$ cat config.mk
export PLATFORM = sky130hd
export DESIGN_NAME = json_string_escaper
export DESIGN_NICKNAME = d
export VERILOG_FILES = /design/src/hdl/jse_pkg.sv /design/src/hdl/json_string_escaper.sv /design/src/hdl/jse_encoder.sv /design/src/hdl/jse_serializer.sv
export SDC_FILE = /design/constraint.sdc
export NUM_CORES = 1
export LEC_CHECK = 0
export ABC_AREA = 1
export ABC_CLOCK_PERIOD_IN_PS = 5700
export BUFFER_PORTS_ARGS = -buffer_cell sky130_fd_sc_hd__buf_4
export CAP_MARGIN = 25
export CORE_AREA = 2 2 113 115
export DETAILED_ROUTE_END_ITERATION = 10
export DIE_AREA = 0 0 115 117
export HOLD_SLACK_MARGIN = 0.06
export PLACE_DENSITY = 0.61
export REMOVE_ABC_BUFFERS = 1
export SLEW_MARGIN = 15
export SYNTH_ARGS = -nofsm -noshare
export SYNTH_HDL_FRONTEND = slang
export SYNTH_SLANG_ARGS = --single-unit
export TNS_END_PERCENT = 50
$ cat constraint.sdc
create_clock -name i_clk -period 5.7 [get_ports i_clk]
set_input_delay 0.855 -clock i_clk [delete_from_list [all_inputs] [get_ports i_clk]]
set_output_delay 0.855 -clock i_clk [all_outputs]
set_load 0.01 [all_outputs]
$ cat src/hdl/jse_pkg.sv
// Shared types, character codes and escape-building function for the JSON string escaper.
package jse_pkg;

    // Output bytes allowed per string, upper bound applied on top of the capacity register
    localparam int MAX_OUT_LEN = 4095;

    localparam int CAP_W   = 12;   // capacity register and running count width
    localparam int SEQ_MAX = 6;    // longest escape sequence
    localparam int LEN_W   = 3;    // width of an escape length (1..6)

    typedef logic [7:0] t_byte;

    // One input's worth of output bytes, first byte in entry 0
    typedef struct packed {
        logic [SEQ_MAX-1:0][7:0] seq;
        logic [LEN_W-1:0]        len;
    } t_burst;

    // Character codes
    localparam t_byte CH_NUL       = 8'h00;
    localparam t_byte CH_BS        = 8'h08;
    localparam t_byte CH_TAB       = 8'h09;
    localparam t_byte CH_LF        = 8'h0A;
    localparam t_byte CH_FF        = 8'h0C;
    localparam t_byte CH_CR        = 8'h0D;
    localparam t_byte CH_CTRL_END  = 8'h20;
    localparam t_byte CH_QUOTE     = 8'h22;
    localparam t_byte CH_ZERO      = 8'h30;
    localparam t_byte CH_BACKSLASH = 8'h5C;
    localparam t_byte CH_LOWER_B   = 8'h62;
    localparam t_byte CH_LOWER_F   = 8'h66;
    localparam t_byte CH_LOWER_N   = 8'h6E;
    localparam t_byte CH_LOWER_R   = 8'h72;
    localparam t_byte CH_LOWER_T   = 8'h74;
    localparam t_byte CH_LOWER_U   = 8'h75;
    localparam t_byte HEX_ALPHA_OFS = 8'h57;  // 'a' - 10

    localparam logic [LEN_W-1:0] LEN_PLAIN   = 3'd1;
    localparam logic [LEN_W-1:0] LEN_SHORT   = 3'd2;
    localparam logic [LEN_W-1:0] LEN_UNICODE = 3'd6;

    // Lowercase hex digit for a nibble
    function automatic t_byte hex_digit(input logic [3:0] nib);
        t_byte res;
        if (nib < 4'd10) begin
            res = CH_ZERO + {4'b0, nib};
        end else begin
            res = HEX_ALPHA_OFS + {4'b0, nib};
        end
        return res;
    endfunction

    // Escape sequence for one source byte
    function automatic t_burst build_escape(input t_byte c);
        t_burst b;
        b.seq    = '0;
        b.len    = LEN_SHORT;
        b.seq[0] = CH_BACKSLASH;
        case (c)
            CH_QUOTE:     b.seq[1] = CH_QUOTE;
            CH_BACKSLASH: b.seq[1] = CH_BACKSLASH;
            CH_LF:        b.seq[1] = CH_LOWER_N;
            CH_CR:        b.seq[1] = CH_LOWER_R;
            CH_TAB:       b.seq[1] = CH_LOWER_T;
            CH_BS:        b.seq[1] = CH_LOWER_B;
            CH_FF:        b.seq[1] = CH_LOWER_F;
            default: begin
                if (c < CH_CTRL_END) begin
                    b.len    = LEN_UNICODE;
                    b.seq[1] = CH_LOWER_U;
                    b.seq[2] = CH_ZERO;
                    b.seq[3] = CH_ZERO;
                    b.seq[4] = hex_digit(c[7:4]);
                    b.seq[5] = hex_digit(c[3:0]);
                end else begin
                    b.len    = LEN_PLAIN;
                    b.seq[0] = c;
                end
            end
        endcase
        return b;
    endfunction

endpackage

$ cat src/hdl/json_string_escaper.sv
// JSON string escaper top level: configuration register, encoder and output serializer.
// Takes one string byte per item (0 ends the string) and emits its JSON-escaped form one
// byte per output item, tlast set on the last byte produced by each input item. An item
// yields one output byte for a plain byte or the terminator, two for a short escape, six
// for a \u00XX escape and none once the string is cut off. The output serializer sends
// these bytes one at a time; a one-entry burst register in front of it lets the next item
// be taken while the current one drains. Once the escape of a byte would push the string
// past min(capacity, MAX_OUT_LEN) bytes, output stops until the end byte; the terminator
// is always emitted. Capacity resets to 159 and should be written only while the block is
// idle.
module json_string_escaper
    import jse_pkg::*;
#(
    parameter int P_MAX_OUT_LEN = MAX_OUT_LEN
)
(
    input  logic             i_clk,
    input  logic             i_rst_n,
    // capacity write channel
    input  logic             i_cfg_valid,
    output logic             o_cfg_ready,
    input  logic [CAP_W-1:0] i_cfg_data,
    // input stream
    input  logic             s_axis_tvalid,
    output logic             s_axis_tready,
    input  logic [7:0]       s_axis_tdata,   // [7:0] in_byte
    // output stream
    output logic             m_axis_tvalid,
    input  logic             m_axis_tready,
    output logic [7:0]       m_axis_tdata,   // [7:0] out_byte
    output logic             m_axis_tlast    // last_of_run
);

    localparam logic [CAP_W-1:0] CAPACITY_RESET = 12'd159;

    logic [CAP_W-1:0] r_capacity;
    logic             burst_valid;
    logic             burst_ready;
    t_burst           burst;

    // Capacity register, always writable
    assign o_cfg_ready = 1'b1;

    always_ff @(posedge i_clk) begin
        if (!i_rst_n) begin
            r_capacity <= CAPACITY_RESET;
        end else if (i_cfg_valid) begin
            r_capacity <= i_cfg_data;
        end
    end

    jse_encoder #(
        .P_MAX_OUT_LEN (P_MAX_OUT_LEN)
    ) u_encoder (
        .i_clk         (i_clk),
        .i_rst_n       (i_rst_n),
        .i_valid       (s_axis_tvalid),
        .o_ready       (s_axis_tready),
        .i_byte        (s_axis_tdata),
        .i_capacity    (r_capacity),
        .o_burst_valid (burst_valid),
        .i_burst_ready (burst_ready),
        .o_burst       (burst)
    );

    jse_serializer u_serializer (
        .i_clk         (i_clk),
        .i_rst_n       (i_rst_n),
        .i_burst_valid (burst_valid),
        .o_burst_ready (burst_ready),
        .i_burst       (burst),
        .o_tvalid      (m_axis_tvalid),
        .i_tready      (m_axis_tready),
        .o_tdata       (m_axis_tdata),
        .o_tlast       (m_axis_tlast)
    );

endmodule

$ cat src/hdl/jse_encoder.sv
// Escape encoder: per-item escape build, space check and string state, into a burst register.
module jse_encoder
    import jse_pkg::*;
#(
    parameter int P_MAX_OUT_LEN = MAX_OUT_LEN
)
(
    input  logic             i_clk,
    input  logic             i_rst_n,
    input  logic             i_valid,
    output logic             o_ready,
    input  t_byte            i_byte,
    input  logic [CAP_W-1:0] i_capacity,
    output logic             o_burst_valid,
    input  logic             i_burst_ready,
    output t_burst           o_burst
);

    logic [CAP_W-1:0] r_count, n_count;
    logic             r_stopped, n_stopped;
    logic             r_burst_valid, n_burst_valid;
    t_burst           r_burst, n_burst;

    t_burst           esc;
    logic [CAP_W-1:0] limit;
    logic [CAP_W:0]   sum;
    logic             accept;
    logic             emit;

    // Burst register frees up as the serializer takes it
    assign o_ready = !r_burst_valid || i_burst_ready;
    assign accept  = i_valid && o_ready;

    // Effective limit and space check
    always_comb begin
        esc = build_escape(i_byte);
        if ({{(17-CAP_W){1'b0}}, i_capacity} > 17'(P_MAX_OUT_LEN)) begin
            limit = CAP_W'(P_MAX_OUT_LEN);
        end else begin
            limit = i_capacity;
        end
        sum = {1'b0, r_count} + (CAP_W+1)'(esc.len);
    end

    // String state and burst selection
    always_comb begin
        n_count   = r_count;
        n_stopped = r_stopped;
        n_burst   = r_burst;
        emit      = 1'b0;
        if (accept) begin
            if (i_byte == CH_NUL) begin
                // terminator always goes out and restarts the string
                emit        = 1'b1;
                n_burst.seq = '0;
                n_burst.len = LEN_PLAIN;
                n_count     = '0;
                n_stopped   = 1'b0;
            end else if (!r_stopped) begin
                if (sum > {1'b0, limit}) begin
                    n_stopped = 1'b1;
                end else begin
                    emit    = 1'b1;
                    n_burst = esc;
                    n_count = sum[CAP_W-1:0];
                end
            end
        end
        if (emit) begin
            n_burst_valid = 1'b1;
        end else if (i_burst_ready) begin
            n_burst_valid = 1'b0;
        end else begin
            n_burst_valid = r_burst_valid;
        end
    end

    always_ff @(posedge i_clk) begin
        if (!i_rst_n) begin
            r_count       <= '0;
            r_stopped     <= 1'b0;
            r_burst_valid <= 1'b0;
        end else begin
            r_count       <= n_count;
            r_stopped     <= n_stopped;
            r_burst_valid <= n_burst_valid;
        end
    end

    // Payload needs no reset
    always_ff @(posedge i_clk) begin
        r_burst <= n_burst;
    end

    assign o_burst_valid = r_burst_valid;
    assign o_burst       = r_burst;

endmodule

$ cat src/hdl/jse_serializer.sv
// Output serializer: sends a burst one byte per cycle while the receiver is ready, tlast on its final byte.
module jse_serializer
    import jse_pkg::*;
(
    input  logic   i_clk,
    input  logic   i_rst_n,
    input  logic   i_burst_valid,
    output logic   o_burst_ready,
    input  t_burst i_burst,
    output logic   o_tvalid,
    input  logic   i_tready,
    output t_byte  o_tdata,
    output logic   o_tlast
);

    logic             r_valid;
    logic [LEN_W-1:0] r_idx;
    t_burst           r_burst;

    logic last;
    logic done;

    assign last          = (r_idx == r_burst.len - LEN_W'(1));
    assign done          = r_valid && i_tready && last;
    assign o_burst_ready = !r_valid || done;

    // Byte pointer and occupancy
    always_ff @(posedge i_clk) begin
        if (!i_rst_n) begin
            r_valid <= 1'b0;
            r_idx   <= '0;
        end else if (i_burst_valid && o_burst_ready) begin
            r_valid <= 1'b1;
            r_idx   <= '0;
        end else if (done) begin
            r_valid <= 1'b0;
        end else if (r_valid && i_tready) begin
            r_idx <= r_idx + LEN_W'(1);
        end
    end

    always_ff @(posedge i_clk) begin
        if (i_burst_valid && o_burst_ready) begin
            r_burst <= i_burst;
        end
    end

    assign o_tvalid = r_valid;
    assign o_tdata  = r_burst.seq[r_idx];
    assign o_tlast  = last;

endmodule

* Yosys cells after proc, flatten, opt, wreduce, memory -nomap -nowiden
Cells that the tools add are included.
Storage, ports and cells: bits in registers 132, latch bits 0, bits in writable memories 0, memory bits (read-only) 0, output and inout bits 12, word-level logic and storage cells 85, memories 0
Cells by class: $add $sub $neg 7, $mul 0, divide/modulo/power cells 0, order comparisons 5, eq/ne operators 10, shift-type cells 0, muxes and demuxes 26, bitwise gates (word level) 2, reduce and logical (&&, ||, !) cells 15
Operators with widths (count):
- 51-bit 2-to-1 mux | 2
- 8-bit one-hot mux with 7 select lines | 1
- 8-bit by 4-bit == test with 1-bit output, second input constant | 5
- 40-bit 2-to-1 mux | 1
- 12-bit 2-to-1 mux | 3
- 32-bit 2-to-1 mux | 1
- 8-bit 2-to-1 mux | 4
- 8-bit binary-select mux with 3-bit select | 1
- 7-bit by 4-bit adder with 8-bit output, first input constant | 2
- 6-bit by 4-bit adder with 7-bit output, first input constant | 2
- 12-bit by 3-bit adder with 13-bit output | 1
- 13-bit by 12-bit greater-than comparator with 1-bit output | 1
- 1-bit 2-to-1 mux | 11
- 11-bit 2-to-1 mux | 1
- 8-bit by 6-bit == test with 1-bit output, second input constant | 1
- 8-bit by 7-bit == test with 1-bit output, second input constant | 1
- 8-bit zero test | 1
- 4-bit less-than comparator, second input constant | 2
- 8-bit by 6-bit less-than comparator with 1-bit output, second input constant | 1
- 7-bit OR reduction | 1
- 1-bit logical AND | 4
- 3-bit by 4-bit less-than comparator with 1-bit output, second input constant | 1
- 2-bit nonzero test | 2
- 3-bit by 1-bit adder with 3-bit output, second input constant | 1
- other kinds (11) | 14

* Logic depth before layout (Yosys ltp)
word-level depth 10, depth in mapped cells 32

* Hierarchy
From an unflattened synthesis, not the netlist that was laid out.
Unflattened totals: cells, all modules 614, area total of the unflattened synthesis 5690.5 µm²
By module, submodules not included:
- jse_encoder | instances 1, cells each 363, area each 2967.8 µm², seq. area each 1241.2 µm²
- jse_serializer | instances 1, cells each 185, area each 2240.9 µm², seq. area each 1611.5 µm²
- json_string_escaper | instances 1, cells each 66, area each 481.7 µm², seq. area each 240.2 µm²

* Worst setup path after synthesis
Ideal clock, no wire load.
kind input-to-reg, start point input s_axis_tdata[4], end point register u_encoder.r_burst (netlist bit u_encoder.o_burst[0]) (enable), arrival 4.768 ns, data required time 5.313 ns, setup slack 0.545 ns, stages on the path 29, cell sequence inv_1 -> ha_1 -> nand2_2 -> inv_1 -> nand3_1 -> nand2_1 -> nor2_2 -> nand2_2 -> nor2_2 -> ha_1 -> inv_1 -> fa_1 -> inv_1 -> nand3_1 -> nand2_2 -> nand2_1 -> o21ai_0 -> nand2_1 -> ha_1 -> nand3_1 -> inv_1 -> o21ai_0 -> nand3_1 -> nor2_1 -> nand2_1 -> nand3_2 -> nand3_4 -> buf_6 -> inv_1
RTL lines:
- start: declaration | line json_string_escaper.sv:26 | input logic [7:0] s_axis_tdata,
- end signal: assignment | line jse_encoder.sv:92 | r_burst <= n_burst;
- end: declaration | line jse_encoder.sv:22 | t_burst r_burst, n_burst;

==> impl_metrics.yaml <==
critical_path:
  critPathLaunchType: "input pin"
  cpMostUsedCell: "inv_1"
  crit_slowest_cell: "fa_1"
  end_kind: "flop"
  worstPathMaxFanout: 32
  worstPathRequired_ps: 5730
  cp_slowest_stage_delay_ps: 400
  cp_data_arrival_time_ps: 4940
  setup.worst_path.class: "in -> reg"
global_route:
  grt_pass1_wl_um: 15400
  grt_pass1_vias: 3190
  grt-ovfl-total: 0
  gr-usage-all-layers_pct: 14.8
  grt_antenna_before_repair: 0
  grt_max_degree: 33
run_status:
  status: "complete, no violations"
logic_synthesis:
  synth_edf_count: 64
  synth_most_common_cell: "nand2_1"
  async_flop_share_pct: 0
  synth-seq-area-share_pct: 52.9
  postSynthAreaPerCell_um2: 9.06
  synth_top_area_share_pct: 40.3
  synth_area_leaders: "edfxtp_1 (40%), dfxtp_1 (13%), nand2_1 (7.6%)"
  netlist_area_um2: 4760
  synth.distinct_cells: 40
  synthFlopType: "edfxtp_1"
  syn_inst: 526
  yosysWarnings: 0
  yosysTopAreaCell: "edfxtp_1"
  synth.ff_latch_count: 94
  synth_common_cells: "nand2_1 (96), inv_1 (81), edfxtp_1 (64)"
floorplan:
  die-area_um2: 13500
  io_pins: 37
  rows: 41
  die_h_um: 117
  die_width_um: 115
  start_util_pct: 38.7
  core_area_um2: 12300
clock_network:
  cts-root-buf: "clkbuf_16"
  cts_inserted_buffers: 9
  clk_latency_ps: 340
  cts_sinks: 94
  hold_buffers: 0
  htreeDepth: 3
  cts_tree: "yes"
  clock_path_buffers: 2
  clk_pin_slew_ps: 70
  cts_resized: 0
  cts_setup_buffers: 0
timing:
  fin_crit_sh_pct: 86.1
  tightest_slew_ps: 688
  period_needed_ps: 4910
  grt_setup_unrepaired: "false"
  fmax_mhz: 204
  slew_headroom_pct: 54.1
  tns_ps: 0
  hold_viol: 0
  finClkSkew_ps: 10.9
  report.final.slew_viol_count: 0
  setup_violations: 0
placed_design:
  dpl_cell_area_um2: 5180
  hpwl_um: 6690
  port_buffers: 35
  routabilityCongestion: 0.871
route:
  vias: 3414
  wl_per_cell_um: 12.8
  dr.pass1.iters: 5
  initialDrtViolationCount: 263
  drt-vias-per-instance: 4.77
  routed_wl_um: 9190
  drc: 0
  postRouteAntennaNets: 0
cells_and_area:
  antenna_cells: 0
  nNetsFinal: 610
  fin_area_um2: 5460
  finish.utilization_pct: 44.3
  area_delta_synth_final_pct: 14.5
  fillCellCount: 1193
  multi_input_comb_area_um2: 1810
  drive_gt1_share_pct: 14.3
  final-seq-area_um2: 2520
min_path:
  hp-class: "reg -> reg"
pwr:
  power.leakage_nw: 2.47
  total_power_mw: 1.95
  cellPowerDensity_nw_per_um2: 356
  vdd_drop_max_v: 0.000134
run:
  maxCapViolations: 0
## path summary, 6_finish.rpt
check	startpoint	endpoint	slack, ps	depth (start not counted)
max	s_axis_tdata[4]	u_encoder.o_burst[15]	790	30
min	u_encoder.o_burst[8]	u_serializer.r_burst[8]	410	0
max reg2reg	u_encoder.r_count[0]	u_encoder.o_burst[15]	2300	20
min reg2reg	u_encoder.o_burst[8]	u_serializer.r_burst[8]	410	0
## metal layers
metal  vias up  GRT usage (%)  part of all wire (%)
met5         -              0                     0
met4         0           5.06                   1.4
met3         9           3.14                   4.6
met2        61           24.1                    47
met1      1543           19.7                    47
li1       1801              -                     -
## cell type report
cell class / count / share of cell area, %
Multi-Input combinational cell: 330 / 33.2
Clock inverter: 6 / 0.917
Timing Repair Buffer: 38 / 5.82
Clock buffer: 10 / 4.20
Inverter: 87 / 6.17
Tap cell: 150 / 3.44
Sequential cell: 94 / 46.2
## where the power goes
| part | switching [mW] | total [mW] | internal (mW) | leakage [nW] |
|---|---|---|---|---|
| Clock | 0.258 | 0.561 | 0.303 | 0.136 |
| Sequential | 0.0503 | 0.924 | 0.874 | 0.850 |
| Combinational | 0.291 | 0.460 | 0.169 | 1.48 |
## critical path, delay by kind of cell
family | cells | cell delay [ps]
and+or+nand+nor | 16 | 1850
adders and majority gates | 4 | 1180
buffers and inverters | 8 | 800
AOI/OAI and AO/OA | 2 | 230
## state kept, by name, summed over array words and instances (netlist names)
name / count
u_encoder.o_burst_valid: 1
u_encoder.o_burst: 32
u_encoder.r_count: 12
u_encoder.r_stopped: 1
r_capacity: 12
u_serializer.r_idx: 3
u_serializer.o_tvalid: 1
u_serializer.r_burst: 32
## through the flow
stage	hold slack [ps]	std cells	setup WS [ps]
after floorplan	400	511	495
after global placement	401	698	617
after detailed placement	405	699	428
after CTS	411	715	777
after global routing	425	715	292
final	410	715	791
## kinds of logic after synthesis
logic type / after synthesis / synth area share (%)
AND/OR/NAND/NOR: 223 / 21.8
AO/OA/AOI/OAI: 71 / 7.98
other: 2 / 0.158
flip-flops: 94 / 52.9
adder cells (fa/ha/maj): 25 / 6.72
XOR/XNOR: 6 / 1.10
buffers and inverters: 105 / 9.24
## layout by cell type, fill, tap and decap left out, types with 4 or more instances in the layout
cell type   n
edfxtp_1   64
clkbuf_16   9
a21oi_1    26
xor2_1      5
nand2_2     7
nor2_2      4
nand3_1    20
o21ai_0    34
ha_1       24
nand2_1    96
conb_1      5
nand4_1    21
dfxtp_1    30
o211ai_1    4
inv_1      81
buf_4      36
nor2_1     56
Power figures use the tool's default switching activity.
